`src/rtl/sbsh_pkg.sv`:
```
// Shared types, constants and round functions for the SHA-256 byte stream hasher.
package sbsh_pkg;

  localparam int unsigned BLOCK_BYTES = 64;
  localparam int unsigned ROUNDS = 64;
  localparam int unsigned HASH_WORDS = 8;
  localparam int unsigned WIN_WORDS = 16;

  localparam logic OP_ABSORB = 1'b0;
  localparam logic OP_FINISH = 1'b1;

  localparam logic [7:0] PAD_BYTE = 8'h80;
  localparam logic [5:0] LEN_POS = 6'd56;
  localparam logic [5:0] LAST_POS = 6'd63;
  localparam logic [5:0] LAST_ROUND = 6'd63;
  localparam logic [2:0] LAST_WORD = 3'd7;

  localparam logic [1:0] BSEL_DATA = 2'd0;
  localparam logic [1:0] BSEL_PAD = 2'd1;
  localparam logic [1:0] BSEL_ZERO = 2'd2;
  localparam logic [1:0] BSEL_LEN = 2'd3;

  localparam logic [31:0] INIT_HASH [HASH_WORDS] = '{
    32'h6a09e667, 32'hbb67ae85, 32'h3c6ef372, 32'ha54ff53a,
    32'h510e527f, 32'h9b05688c, 32'h1f83d9ab, 32'h5be0cd19
  };

  localparam logic [31:0] ROUND_K [ROUNDS] = '{
    32'h428a2f98, 32'h71374491, 32'hb5c0fbcf, 32'he9b5dba5,
    32'h3956c25b, 32'h59f111f1, 32'h923f82a4, 32'hab1c5ed5,
    32'hd807aa98, 32'h12835b01, 32'h243185be, 32'h550c7dc3,
    32'h72be5d74, 32'h80deb1fe, 32'h9bdc06a7, 32'hc19bf174,
    32'he49b69c1, 32'hefbe4786, 32'h0fc19dc6, 32'h240ca1cc,
    32'h2de92c6f, 32'h4a7484aa, 32'h5cb0a9dc, 32'h76f988da,
    32'h983e5152, 32'ha831c66d, 32'hb00327c8, 32'hbf597fc7,
    32'hc6e00bf3, 32'hd5a79147, 32'h06ca6351, 32'h14292967,
    32'h27b70a85, 32'h2e1b2138, 32'h4d2c6dfc, 32'h53380d13,
    32'h650a7354, 32'h766a0abb, 32'h81c2c92e, 32'h92722c85,
    32'ha2bfe8a1, 32'ha81a664b, 32'hc24b8b70, 32'hc76c51a3,
    32'hd192e819, 32'hd6990624, 32'hf40e3585, 32'h106aa070,
    32'h19a4c116, 32'h1e376c08, 32'h2748774c, 32'h34b0bcb5,
    32'h391c0cb3, 32'h4ed8aa4a, 32'h5b9cca4f, 32'h682e6ff3,
    32'h748f82ee, 32'h78a5636f, 32'h84c87814, 32'h8cc70208,
    32'h90befffa, 32'ha4506ceb, 32'hbef9a3f7, 32'hc67178f2
  };

  typedef struct packed {
    logic       shift_en;
    logic [1:0] byte_sel;
    logic [2:0] len_idx;
    logic       cnt_inc;
    logic       cnt_clr;
    logic       vars_load;
    logic       round_en;
    logic [5:0] rnd;
    logic       hash_add;
    logic       hash_pop;
    logic [2:0] pop_idx;
  } sbsh_cmd_t;

  function automatic logic [31:0] rotr(input logic [31:0] x, input int unsigned n);
    rotr = (x >> n) | (x << (32 - n));
  endfunction

  function automatic logic [31:0] bsig0(input logic [31:0] x);
    bsig0 = rotr(x, 2) ^ rotr(x, 13) ^ rotr(x, 22);
  endfunction

  function automatic logic [31:0] bsig1(input logic [31:0] x);
    bsig1 = rotr(x, 6) ^ rotr(x, 11) ^ rotr(x, 25);
  endfunction

  function automatic logic [31:0] ssig0(input logic [31:0] x);
    ssig0 = rotr(x, 7) ^ rotr(x, 18) ^ (x >> 3);
  endfunction

  function automatic logic [31:0] ssig1(input logic [31:0] x);
    ssig1 = rotr(x, 17) ^ rotr(x, 19) ^ (x >> 10);
  endfunction

endpackage

```
`src/rtl/sbsh_ctrl.sv`:
```
// Sequencer for absorb, padding, compression rounds and digest output.
module sbsh_ctrl (
  input  logic                clk,
  input  logic                rst_n,
  input  logic                in_tvalid,
  input  logic                in_op,
  output logic                in_tready,
  output logic                out_tvalid,
  input  logic                out_tready,
  output logic                out_tlast,
  output sbsh_pkg::sbsh_cmd_t cmd
);

  localparam logic [2:0] S_IDLE  = 3'd0;
  localparam logic [2:0] S_PAD   = 3'd1;
  localparam logic [2:0] S_ROUND = 3'd2;
  localparam logic [2:0] S_ADD   = 3'd3;
  localparam logic [2:0] S_OUT   = 3'd4;

  logic [2:0] state_r, state_nxt;
  logic [5:0] pos_r, pos_nxt;
  logic [5:0] rnd_r, rnd_nxt;
  logic [2:0] oidx_r, oidx_nxt;
  logic       pad_r, pad_nxt;
  logic       first_r, first_nxt;
  logic       lastblk_r, lastblk_nxt;

  always_comb begin
    state_nxt   = state_r;
    pos_nxt     = pos_r;
    rnd_nxt     = rnd_r;
    oidx_nxt    = oidx_r;
    pad_nxt     = pad_r;
    first_nxt   = first_r;
    lastblk_nxt = lastblk_r;
    cmd          = '0;
    cmd.byte_sel = sbsh_pkg::BSEL_DATA;
    cmd.len_idx  = pos_r[2:0];
    cmd.rnd      = rnd_r;
    cmd.pop_idx  = oidx_r;
    unique case (state_r)
      S_IDLE: begin
        if (in_tvalid) begin
          if (in_op == sbsh_pkg::OP_ABSORB) begin
            cmd.shift_en = 1'b1;
            cmd.cnt_inc  = 1'b1;
            pos_nxt      = pos_r + 6'd1;
            if (pos_r == sbsh_pkg::LAST_POS) begin
              cmd.vars_load = 1'b1;
              rnd_nxt       = '0;
              state_nxt     = S_ROUND;
            end
          end else begin
            pad_nxt     = 1'b1;
            first_nxt   = 1'b1;
            lastblk_nxt = (pos_r < sbsh_pkg::LEN_POS);
            state_nxt   = S_PAD;
          end
        end
      end
      S_PAD: begin
        cmd.shift_en = 1'b1;
        if (first_r) begin
          cmd.byte_sel = sbsh_pkg::BSEL_PAD;
        end else if (lastblk_r && (pos_r >= sbsh_pkg::LEN_POS)) begin
          cmd.byte_sel = sbsh_pkg::BSEL_LEN;
        end else begin
          cmd.byte_sel = sbsh_pkg::BSEL_ZERO;
        end
        first_nxt = 1'b0;
        pos_nxt   = pos_r + 6'd1;
        if (pos_r == sbsh_pkg::LAST_POS) begin
          cmd.vars_load = 1'b1;
          rnd_nxt       = '0;
          state_nxt     = S_ROUND;
        end
      end
      S_ROUND: begin
        cmd.round_en = 1'b1;
        rnd_nxt      = rnd_r + 6'd1;
        if (rnd_r == sbsh_pkg::LAST_ROUND) begin
          state_nxt = S_ADD;
        end
      end
      S_ADD: begin
        cmd.hash_add = 1'b1;
        if (!pad_r) begin
          state_nxt = S_IDLE;
        end else if (lastblk_r) begin
          cmd.cnt_clr = 1'b1;
          pad_nxt     = 1'b0;
          oidx_nxt    = '0;
          state_nxt   = S_OUT;
        end else begin
          lastblk_nxt = 1'b1;
          state_nxt   = S_PAD;
        end
      end
      S_OUT: begin
        if (out_tready) begin
          cmd.hash_pop = 1'b1;
          oidx_nxt     = oidx_r + 3'd1;
          if (oidx_r == sbsh_pkg::LAST_WORD) begin
            state_nxt = S_IDLE;
          end
        end
      end
      default: begin
        state_nxt = S_IDLE;
      end
    endcase
  end

  assign in_tready  = (state_r == S_IDLE);
  assign out_tvalid = (state_r == S_OUT);
  assign out_tlast  = (oidx_r == sbsh_pkg::LAST_WORD);

  always_ff @(posedge clk) begin
    if (!rst_n) begin
      state_r   <= S_IDLE;
      pos_r     <= '0;
      rnd_r     <= '0;
      oidx_r    <= '0;
      pad_r     <= 1'b0;
      first_r   <= 1'b0;
      lastblk_r <= 1'b0;
    end else begin
      state_r   <= state_nxt;
      pos_r     <= pos_nxt;
      rnd_r     <= rnd_nxt;
      oidx_r    <= oidx_nxt;
      pad_r     <= pad_nxt;
      first_r   <= first_nxt;
      lastblk_r <= lastblk_nxt;
    end
  end

`ifndef SYNTHESIS
  a_no_overlap: assert property (@(posedge clk) disable iff (!rst_n)
    !(in_tready && out_tvalid))
    else $error("input and output channels active together");

  a_round_end: assert property (@(posedge clk) disable iff (!rst_n)
    (state_r == S_ROUND && rnd_r == sbsh_pkg::LAST_ROUND) |=> (state_r == S_ADD))
    else $error("round sequence did not end in hash update");

  a_block_full: assert property (@(posedge clk) disable iff (!rst_n)
    (in_tvalid && in_tready && in_op == sbsh_pkg::OP_ABSORB && pos_r == sbsh_pkg::LAST_POS)
    |=> (state_r == S_ROUND && rnd_r == '0 && pos_r == '0))
    else $error("full block did not start compression");

  a_digest_done: assert property (@(posedge clk) disable iff (!rst_n)
    (out_tvalid && out_tready && out_tlast) |=> (in_tready && pos_r == '0))
    else $error("block not idle after last digest item");
`endif

endmodule

```
`src/rtl/sbsh_dp.sv`:
```
// Datapath: byte window and message schedule, round variables, hash words, bit count.
module sbsh_dp (
  input  logic                clk,
  input  logic                rst_n,
  input  sbsh_pkg::sbsh_cmd_t cmd,
  input  logic [7:0]          in_byte,
  output logic [31:0]         digest_word
);

  logic [31:0] w_r [sbsh_pkg::WIN_WORDS];
  logic [31:0] w_nxt [sbsh_pkg::WIN_WORDS];
  logic [31:0] v_r [8];
  logic [31:0] v_nxt [8];
  logic [31:0] hash_r [sbsh_pkg::HASH_WORDS];
  logic [31:0] hash_nxt [sbsh_pkg::HASH_WORDS];
  logic [63:0] bitcnt_r, bitcnt_nxt;
  logic [7:0]  byte_val;
  logic [31:0] w_new;
  logic [31:0] t1;
  logic [31:0] t2;

  always_comb begin
    case (cmd.byte_sel)
      sbsh_pkg::BSEL_PAD:  byte_val = sbsh_pkg::PAD_BYTE;
      sbsh_pkg::BSEL_ZERO: byte_val = 8'h00;
      sbsh_pkg::BSEL_LEN:  byte_val = bitcnt_r[8 * (7 - int'(cmd.len_idx)) +: 8];
      default:             byte_val = in_byte;
    endcase
  end

  assign w_new = sbsh_pkg::ssig1(w_r[14]) + w_r[9] + sbsh_pkg::ssig0(w_r[1]) + w_r[0];
  assign t1 = v_r[7] + sbsh_pkg::bsig1(v_r[4]) + ((v_r[4] & v_r[5]) ^ (~v_r[4] & v_r[6]))
            + sbsh_pkg::ROUND_K[cmd.rnd] + w_r[0];
  assign t2 = sbsh_pkg::bsig0(v_r[0])
            + ((v_r[0] & v_r[1]) ^ (v_r[0] & v_r[2]) ^ (v_r[1] & v_r[2]));

  always_comb begin
    for (int i = 0; i < sbsh_pkg::WIN_WORDS; i++) begin
      w_nxt[i] = w_r[i];
    end
    if (cmd.shift_en) begin
      for (int i = 0; i < sbsh_pkg::WIN_WORDS - 1; i++) begin
        w_nxt[i] = {w_r[i][23:0], w_r[i + 1][31:24]};
      end
      w_nxt[sbsh_pkg::WIN_WORDS - 1] = {w_r[sbsh_pkg::WIN_WORDS - 1][23:0], byte_val};
    end else if (cmd.round_en) begin
      for (int i = 0; i < sbsh_pkg::WIN_WORDS - 1; i++) begin
        w_nxt[i] = w_r[i + 1];
      end
      w_nxt[sbsh_pkg::WIN_WORDS - 1] = w_new;
    end
  end

  always_comb begin
    for (int i = 0; i < 8; i++) begin
      v_nxt[i] = v_r[i];
    end
    if (cmd.vars_load) begin
      for (int i = 0; i < 8; i++) begin
        v_nxt[i] = hash_r[i];
      end
    end else if (cmd.round_en) begin
      v_nxt[7] = v_r[6];
      v_nxt[6] = v_r[5];
      v_nxt[5] = v_r[4];
      v_nxt[4] = v_r[3] + t1;
      v_nxt[3] = v_r[2];
      v_nxt[2] = v_r[1];
      v_nxt[1] = v_r[0];
      v_nxt[0] = t1 + t2;
    end
  end

  always_comb begin
    for (int i = 0; i < sbsh_pkg::HASH_WORDS; i++) begin
      hash_nxt[i] = hash_r[i];
    end
    if (cmd.hash_add) begin
      for (int i = 0; i < sbsh_pkg::HASH_WORDS; i++) begin
        hash_nxt[i] = hash_r[i] + v_r[i];
      end
    end else if (cmd.hash_pop) begin
      for (int i = 0; i < sbsh_pkg::HASH_WORDS - 1; i++) begin
        hash_nxt[i] = hash_r[i + 1];
      end
      hash_nxt[sbsh_pkg::HASH_WORDS - 1] = sbsh_pkg::INIT_HASH[cmd.pop_idx];
    end
  end

  always_comb begin
    bitcnt_nxt = bitcnt_r;
    if (cmd.cnt_clr) begin
      bitcnt_nxt = '0;
    end else if (cmd.cnt_inc) begin
      bitcnt_nxt = bitcnt_r + 64'd8;
    end
  end

  always_ff @(posedge clk) begin
    for (int i = 0; i < sbsh_pkg::WIN_WORDS; i++) begin
      w_r[i] <= w_nxt[i];
    end
    for (int i = 0; i < 8; i++) begin
      v_r[i] <= v_nxt[i];
    end
  end

  always_ff @(posedge clk) begin
    if (!rst_n) begin
      for (int i = 0; i < sbsh_pkg::HASH_WORDS; i++) begin
        hash_r[i] <= sbsh_pkg::INIT_HASH[i];
      end
      bitcnt_r <= '0;
    end else begin
      for (int i = 0; i < sbsh_pkg::HASH_WORDS; i++) begin
        hash_r[i] <= hash_nxt[i];
      end
      bitcnt_r <= bitcnt_nxt;
    end
  end

  assign digest_word = hash_r[0];

endmodule

```
`src/rtl/sha256_byte_stream_hasher.sv`:
```
// SHA-256 byte stream hasher: absorbs one byte per item and emits the 8-word digest.
// Absorb item: the 64th byte of a block starts the 64 rounds and the hash update.
// Finish item: padding fills the rest of the block, which is then compressed; a second padded block
// is compressed when 56 or more bytes are in the block; then 8 digest items follow.
// A single shared round unit compresses each block; no bytes are taken until the hash update ends.
// Synchronous active-low reset loads the initial hash values and clears length and count.
module sha256_byte_stream_hasher (
  input  logic        clk,
  input  logic        rst_n,
  input  logic        in_tvalid,
  output logic        in_tready,
  input  logic [7:0]  in_tdata,   // [7:0] message_byte
  input  logic        in_tuser,   // [0] operation
  output logic        out_tvalid,
  input  logic        out_tready,
  output logic [31:0] out_tdata,  // [31:0] digest_word
  output logic        out_tlast
);

  sbsh_pkg::sbsh_cmd_t cmd;

  sbsh_ctrl u_ctrl (
    .clk        (clk),
    .rst_n      (rst_n),
    .in_tvalid  (in_tvalid),
    .in_op      (in_tuser),
    .in_tready  (in_tready),
    .out_tvalid (out_tvalid),
    .out_tready (out_tready),
    .out_tlast  (out_tlast),
    .cmd        (cmd)
  );

  sbsh_dp u_dp (
    .clk         (clk),
    .rst_n       (rst_n),
    .cmd         (cmd),
    .in_byte     (in_tdata),
    .digest_word (out_tdata)
  );

endmodule
```
`config.mk`:
```
export PLATFORM = sky130hd
export DESIGN_NAME = sha256_byte_stream_hasher
export DESIGN_NICKNAME = d
export VERILOG_FILES = /design/src/rtl/sbsh_pkg.sv /design/src/rtl/sbsh_ctrl.sv /design/src/rtl/sbsh_dp.sv /design/src/rtl/sha256_byte_stream_hasher.sv
export SDC_FILE = /design/constraint.sdc
export NUM_CORES = 2
export LEC_CHECK = 0
export BUFFER_PORTS_ARGS = -buffer_cell sky130_fd_sc_hd__buf_4
export CAP_MARGIN = 20
export CORE_MARGIN = 2
export CORE_UTILIZATION = 55
export DETAILED_ROUTE_END_ITERATION = 7
export MAX_ROUTING_LAYER = met4
export PLACE_DENSITY = 0.7
export SLEW_MARGIN = 30
export SYNTH_ARGS = -nofsm -noshare
export SYNTH_HDL_FRONTEND = slang
export SYNTH_SLANG_ARGS = --single-unit
```
`constraint.sdc`:
```
create_clock -name clk -period 15.25 [get_ports clk]
set_input_delay 2.2875 -clock clk [delete_from_list [all_inputs] [get_ports clk]]
set_output_delay 2.2875 -clock clk [all_outputs]
set_load 0.02 [all_outputs]
```
==> impl_metrics.ini <==
[final_layout]
mostFrequentLayoutCell = nand2_1
fillers = 12000
area_growth_pct = 7.34
fin_area_sq_um = 80900
seq_area_sq_um = 29800
drive_gt1_frac = 0.0484
finalNetCount = 9079
final_cell_mix = 2745 x nand2_1, 768 x edfxtp_1, 505 x a21oi_1
multi_input_area_sq_um = 42400

[yosys]
synth_edf_count = 768
muxShareOfSynthArea = 0.0174
async_flop_share = 0
synth_seq_cells = 1106
synth_top_family_by_area = simple AND/OR/NAND/NOR gates
syn-instance-count = 8753
yosys.area.top_type = edfxtp_1
synth-compound-area-share = 0.144
synthAdderAreaFrac = 0.122
synth.top_cell.area_share = 0.306
synthSimpleGateAreaFrac = 0.206
synth_nets = 9365
yosys_most_used_dff = edfxtp_1
syn_area_per_cell_sq_um = 8.61
synth_area_leaders = edfxtp_1 31%, nand2_1 14%, dfxtp_1 9.0%, ha_1 6.7%, fa_1 5.2%
synth_warnings = 0
yosysUniqueCellTypes = 97
synth_xor_area_frac = 0.0708
syn_area_sq_um = 75400
yosysSeqAreaShare = 0.396

[die]
dieArea_sq_um = 140000
rows = 135
fp.coreArea_sq_um = 136000
io_pins = 48
fp.dieW_um = 374
initial_core_util = 0.555
fp.dieH_um = 374

[timing]
hold_viol = 0
layout_min_cycle_time_ps = 10810
skew_ps = 55.3
slew_headroom = 0.255
setup-violations-final = 0
period_share = 0.709
rsz0062_at_grt = no
slew_viol_final = 0
final.setup.worst_slack_ps = 4440
fin_tns_setup_ps = 0
worst_pin_slew_ps = 1120
max_freq_ghz = 0.0925

[route]
via_per_inst = 6.11
ant_nets = 0
first_pass_iters = 6
detail_route.iter0.violations = 7269
drc = 0
routedWlPerCell_um = 22.6
vias = 63200
drt-total-wl_um = 234000

[clock_network]
root_buffer = clkbuf_16
cts_resized = 0
path_clk_slew_ps = 60
cts.sinks = 1106
clock_path_buffers = 3
cts_tree = yes
clock_latency_ps = 780
postCtsHoldBufs = 0
numCtsBuffers = 132
htreeDepth = 4
cts_setup_buffers = 0

[global_routing]
grt_pass1_vias = 58000
antenna_found_initial = 3
overflow = 0
grt_max_degree = 213
grt_pass1_wl_um = 355000
grt_usage = 0.336

[power]
power_density_nw_per_um2 = 133
vdd.ir_drop.worst_v = 0.000136
power.leakage_nw = 33.7

[worst_setup_path]
critPathBufInv = 6
crit_type = register to register
critPathSlowestCell = a2111oi_1
cp-start-kind = register
cp_common_cell = fa_1
worstPathArrival_ps = 11300
crit_required_ps = 15740
path_max_fanout = 22
slowest_delay_ps = 760
critPathTopFamily = compound AO/OA/AOI/OAI gates
critPathCaptureType = register

[status]
status = complete, no violations

[run]
maxCapViolCount = 0

[place]
placed_area_sq_um = 76600
dp_slack_ps = 4370
gp_congestion = 1.02
port_buffers = 47
dp_hpwl_um = 166000

[min_path]
min_path_type = register to register
[metal layers]
layer  vias to the layer above  global-route usage  wire, um
li1                      29500                   -         -
met1                     30500               0.479    103000
met2                      2724               0.478     99900
met3                       444              0.0682     22600
met4                         0               0.110      8290
met5                         -                   -         0
[kinds of logic after synthesis]
| family | Yosys count |
|---|---|
| buffers and inverters | 839 |
| adders and majority gates | 625 |
| and+or+nand+nor | 3779 |
| AOI/OAI and AO/OA | 1695 |
| xor gates and xnor gates | 608 |
| muxes | 101 |
| DFF | 1106 |
[where the power goes]
group / total (mW) / internal, mW / switching [mW]
combinational: 3.77 / 1.51 / 2.26
sequential: 3.83 / 3.62 / 0.215
clock: 3.13 / 1.79 / 1.33
[registers in the layout, indices dropped and copies added (netlist names)]
register and count:
u_dp.w_r 512, u_dp.hash_r 256, u_ctrl.oidx_r 3, u_ctrl.lastblk_r 1
u_dp.bitcnt_r 61, u_ctrl.state_r 3, u_ctrl.first_r 1, u_ctrl.rnd_r 6
u_ctrl.pos_r 6, u_ctrl.pad_r 1, u_dp.v_r 256
[through the flow]
stage | std cells | hold WS, ps | total power, mW | utilization
floorplan | 8753 | 454 | 6.58 | -
global placement | 10100 | 462 | 7.50 | 0.564
detailed placement | 10100 | 481 | 7.55 | 0.564
CTS | 10400 | 493 | 10.7 | 0.595
global route | 10400 | 530 | 11.3 | 0.596
finish | 10400 | 492 | 10.7 | 0.596
[layout make-up]
cell class              count  share of cell area
diodes                      1           0.0000309
well taps                1781              0.0275
flip-flops and latches   1106               0.369
repair buffers            126              0.0135
clock inverters            49             0.00632
inverters                 293              0.0136
clock buffers             192              0.0463
multi-input cells        6808               0.524
[tightest hold or removal path, delay by kind of cell (launching register included)]
family | cells | cell delay (ps)
DFF | 1 | 330
and+or+nand+nor | 1 | 60
AOI/OAI and AO/OA | 1 | 50
[synthesized netlist by cell type (162+ instances only)]
master and count:
clkbuf_1 464, fa_1 195, inv_1 289, ha_1 404
xnor2_1 409, a21oi_1 507, nand2_1 2750, xor2_1 198
nor2_1 425, edfxtp_1 768, dfxtp_1 338, o21ai_0 381
a21o_1 162
[final timing paths]
path                   start               to  slack (ps)  cells past startpoint
max          u_ctrl.rnd_r[1]  u_dp.v_r[0][31]        4440                     38
min             u_ctrl.pad_r     u_ctrl.pad_r         490                      2
max reg2reg  u_ctrl.rnd_r[1]  u_dp.v_r[0][31]        4440                     38
min reg2reg     u_ctrl.pad_r     u_ctrl.pad_r         490                      2
Power figures use the tool's default switching activity.
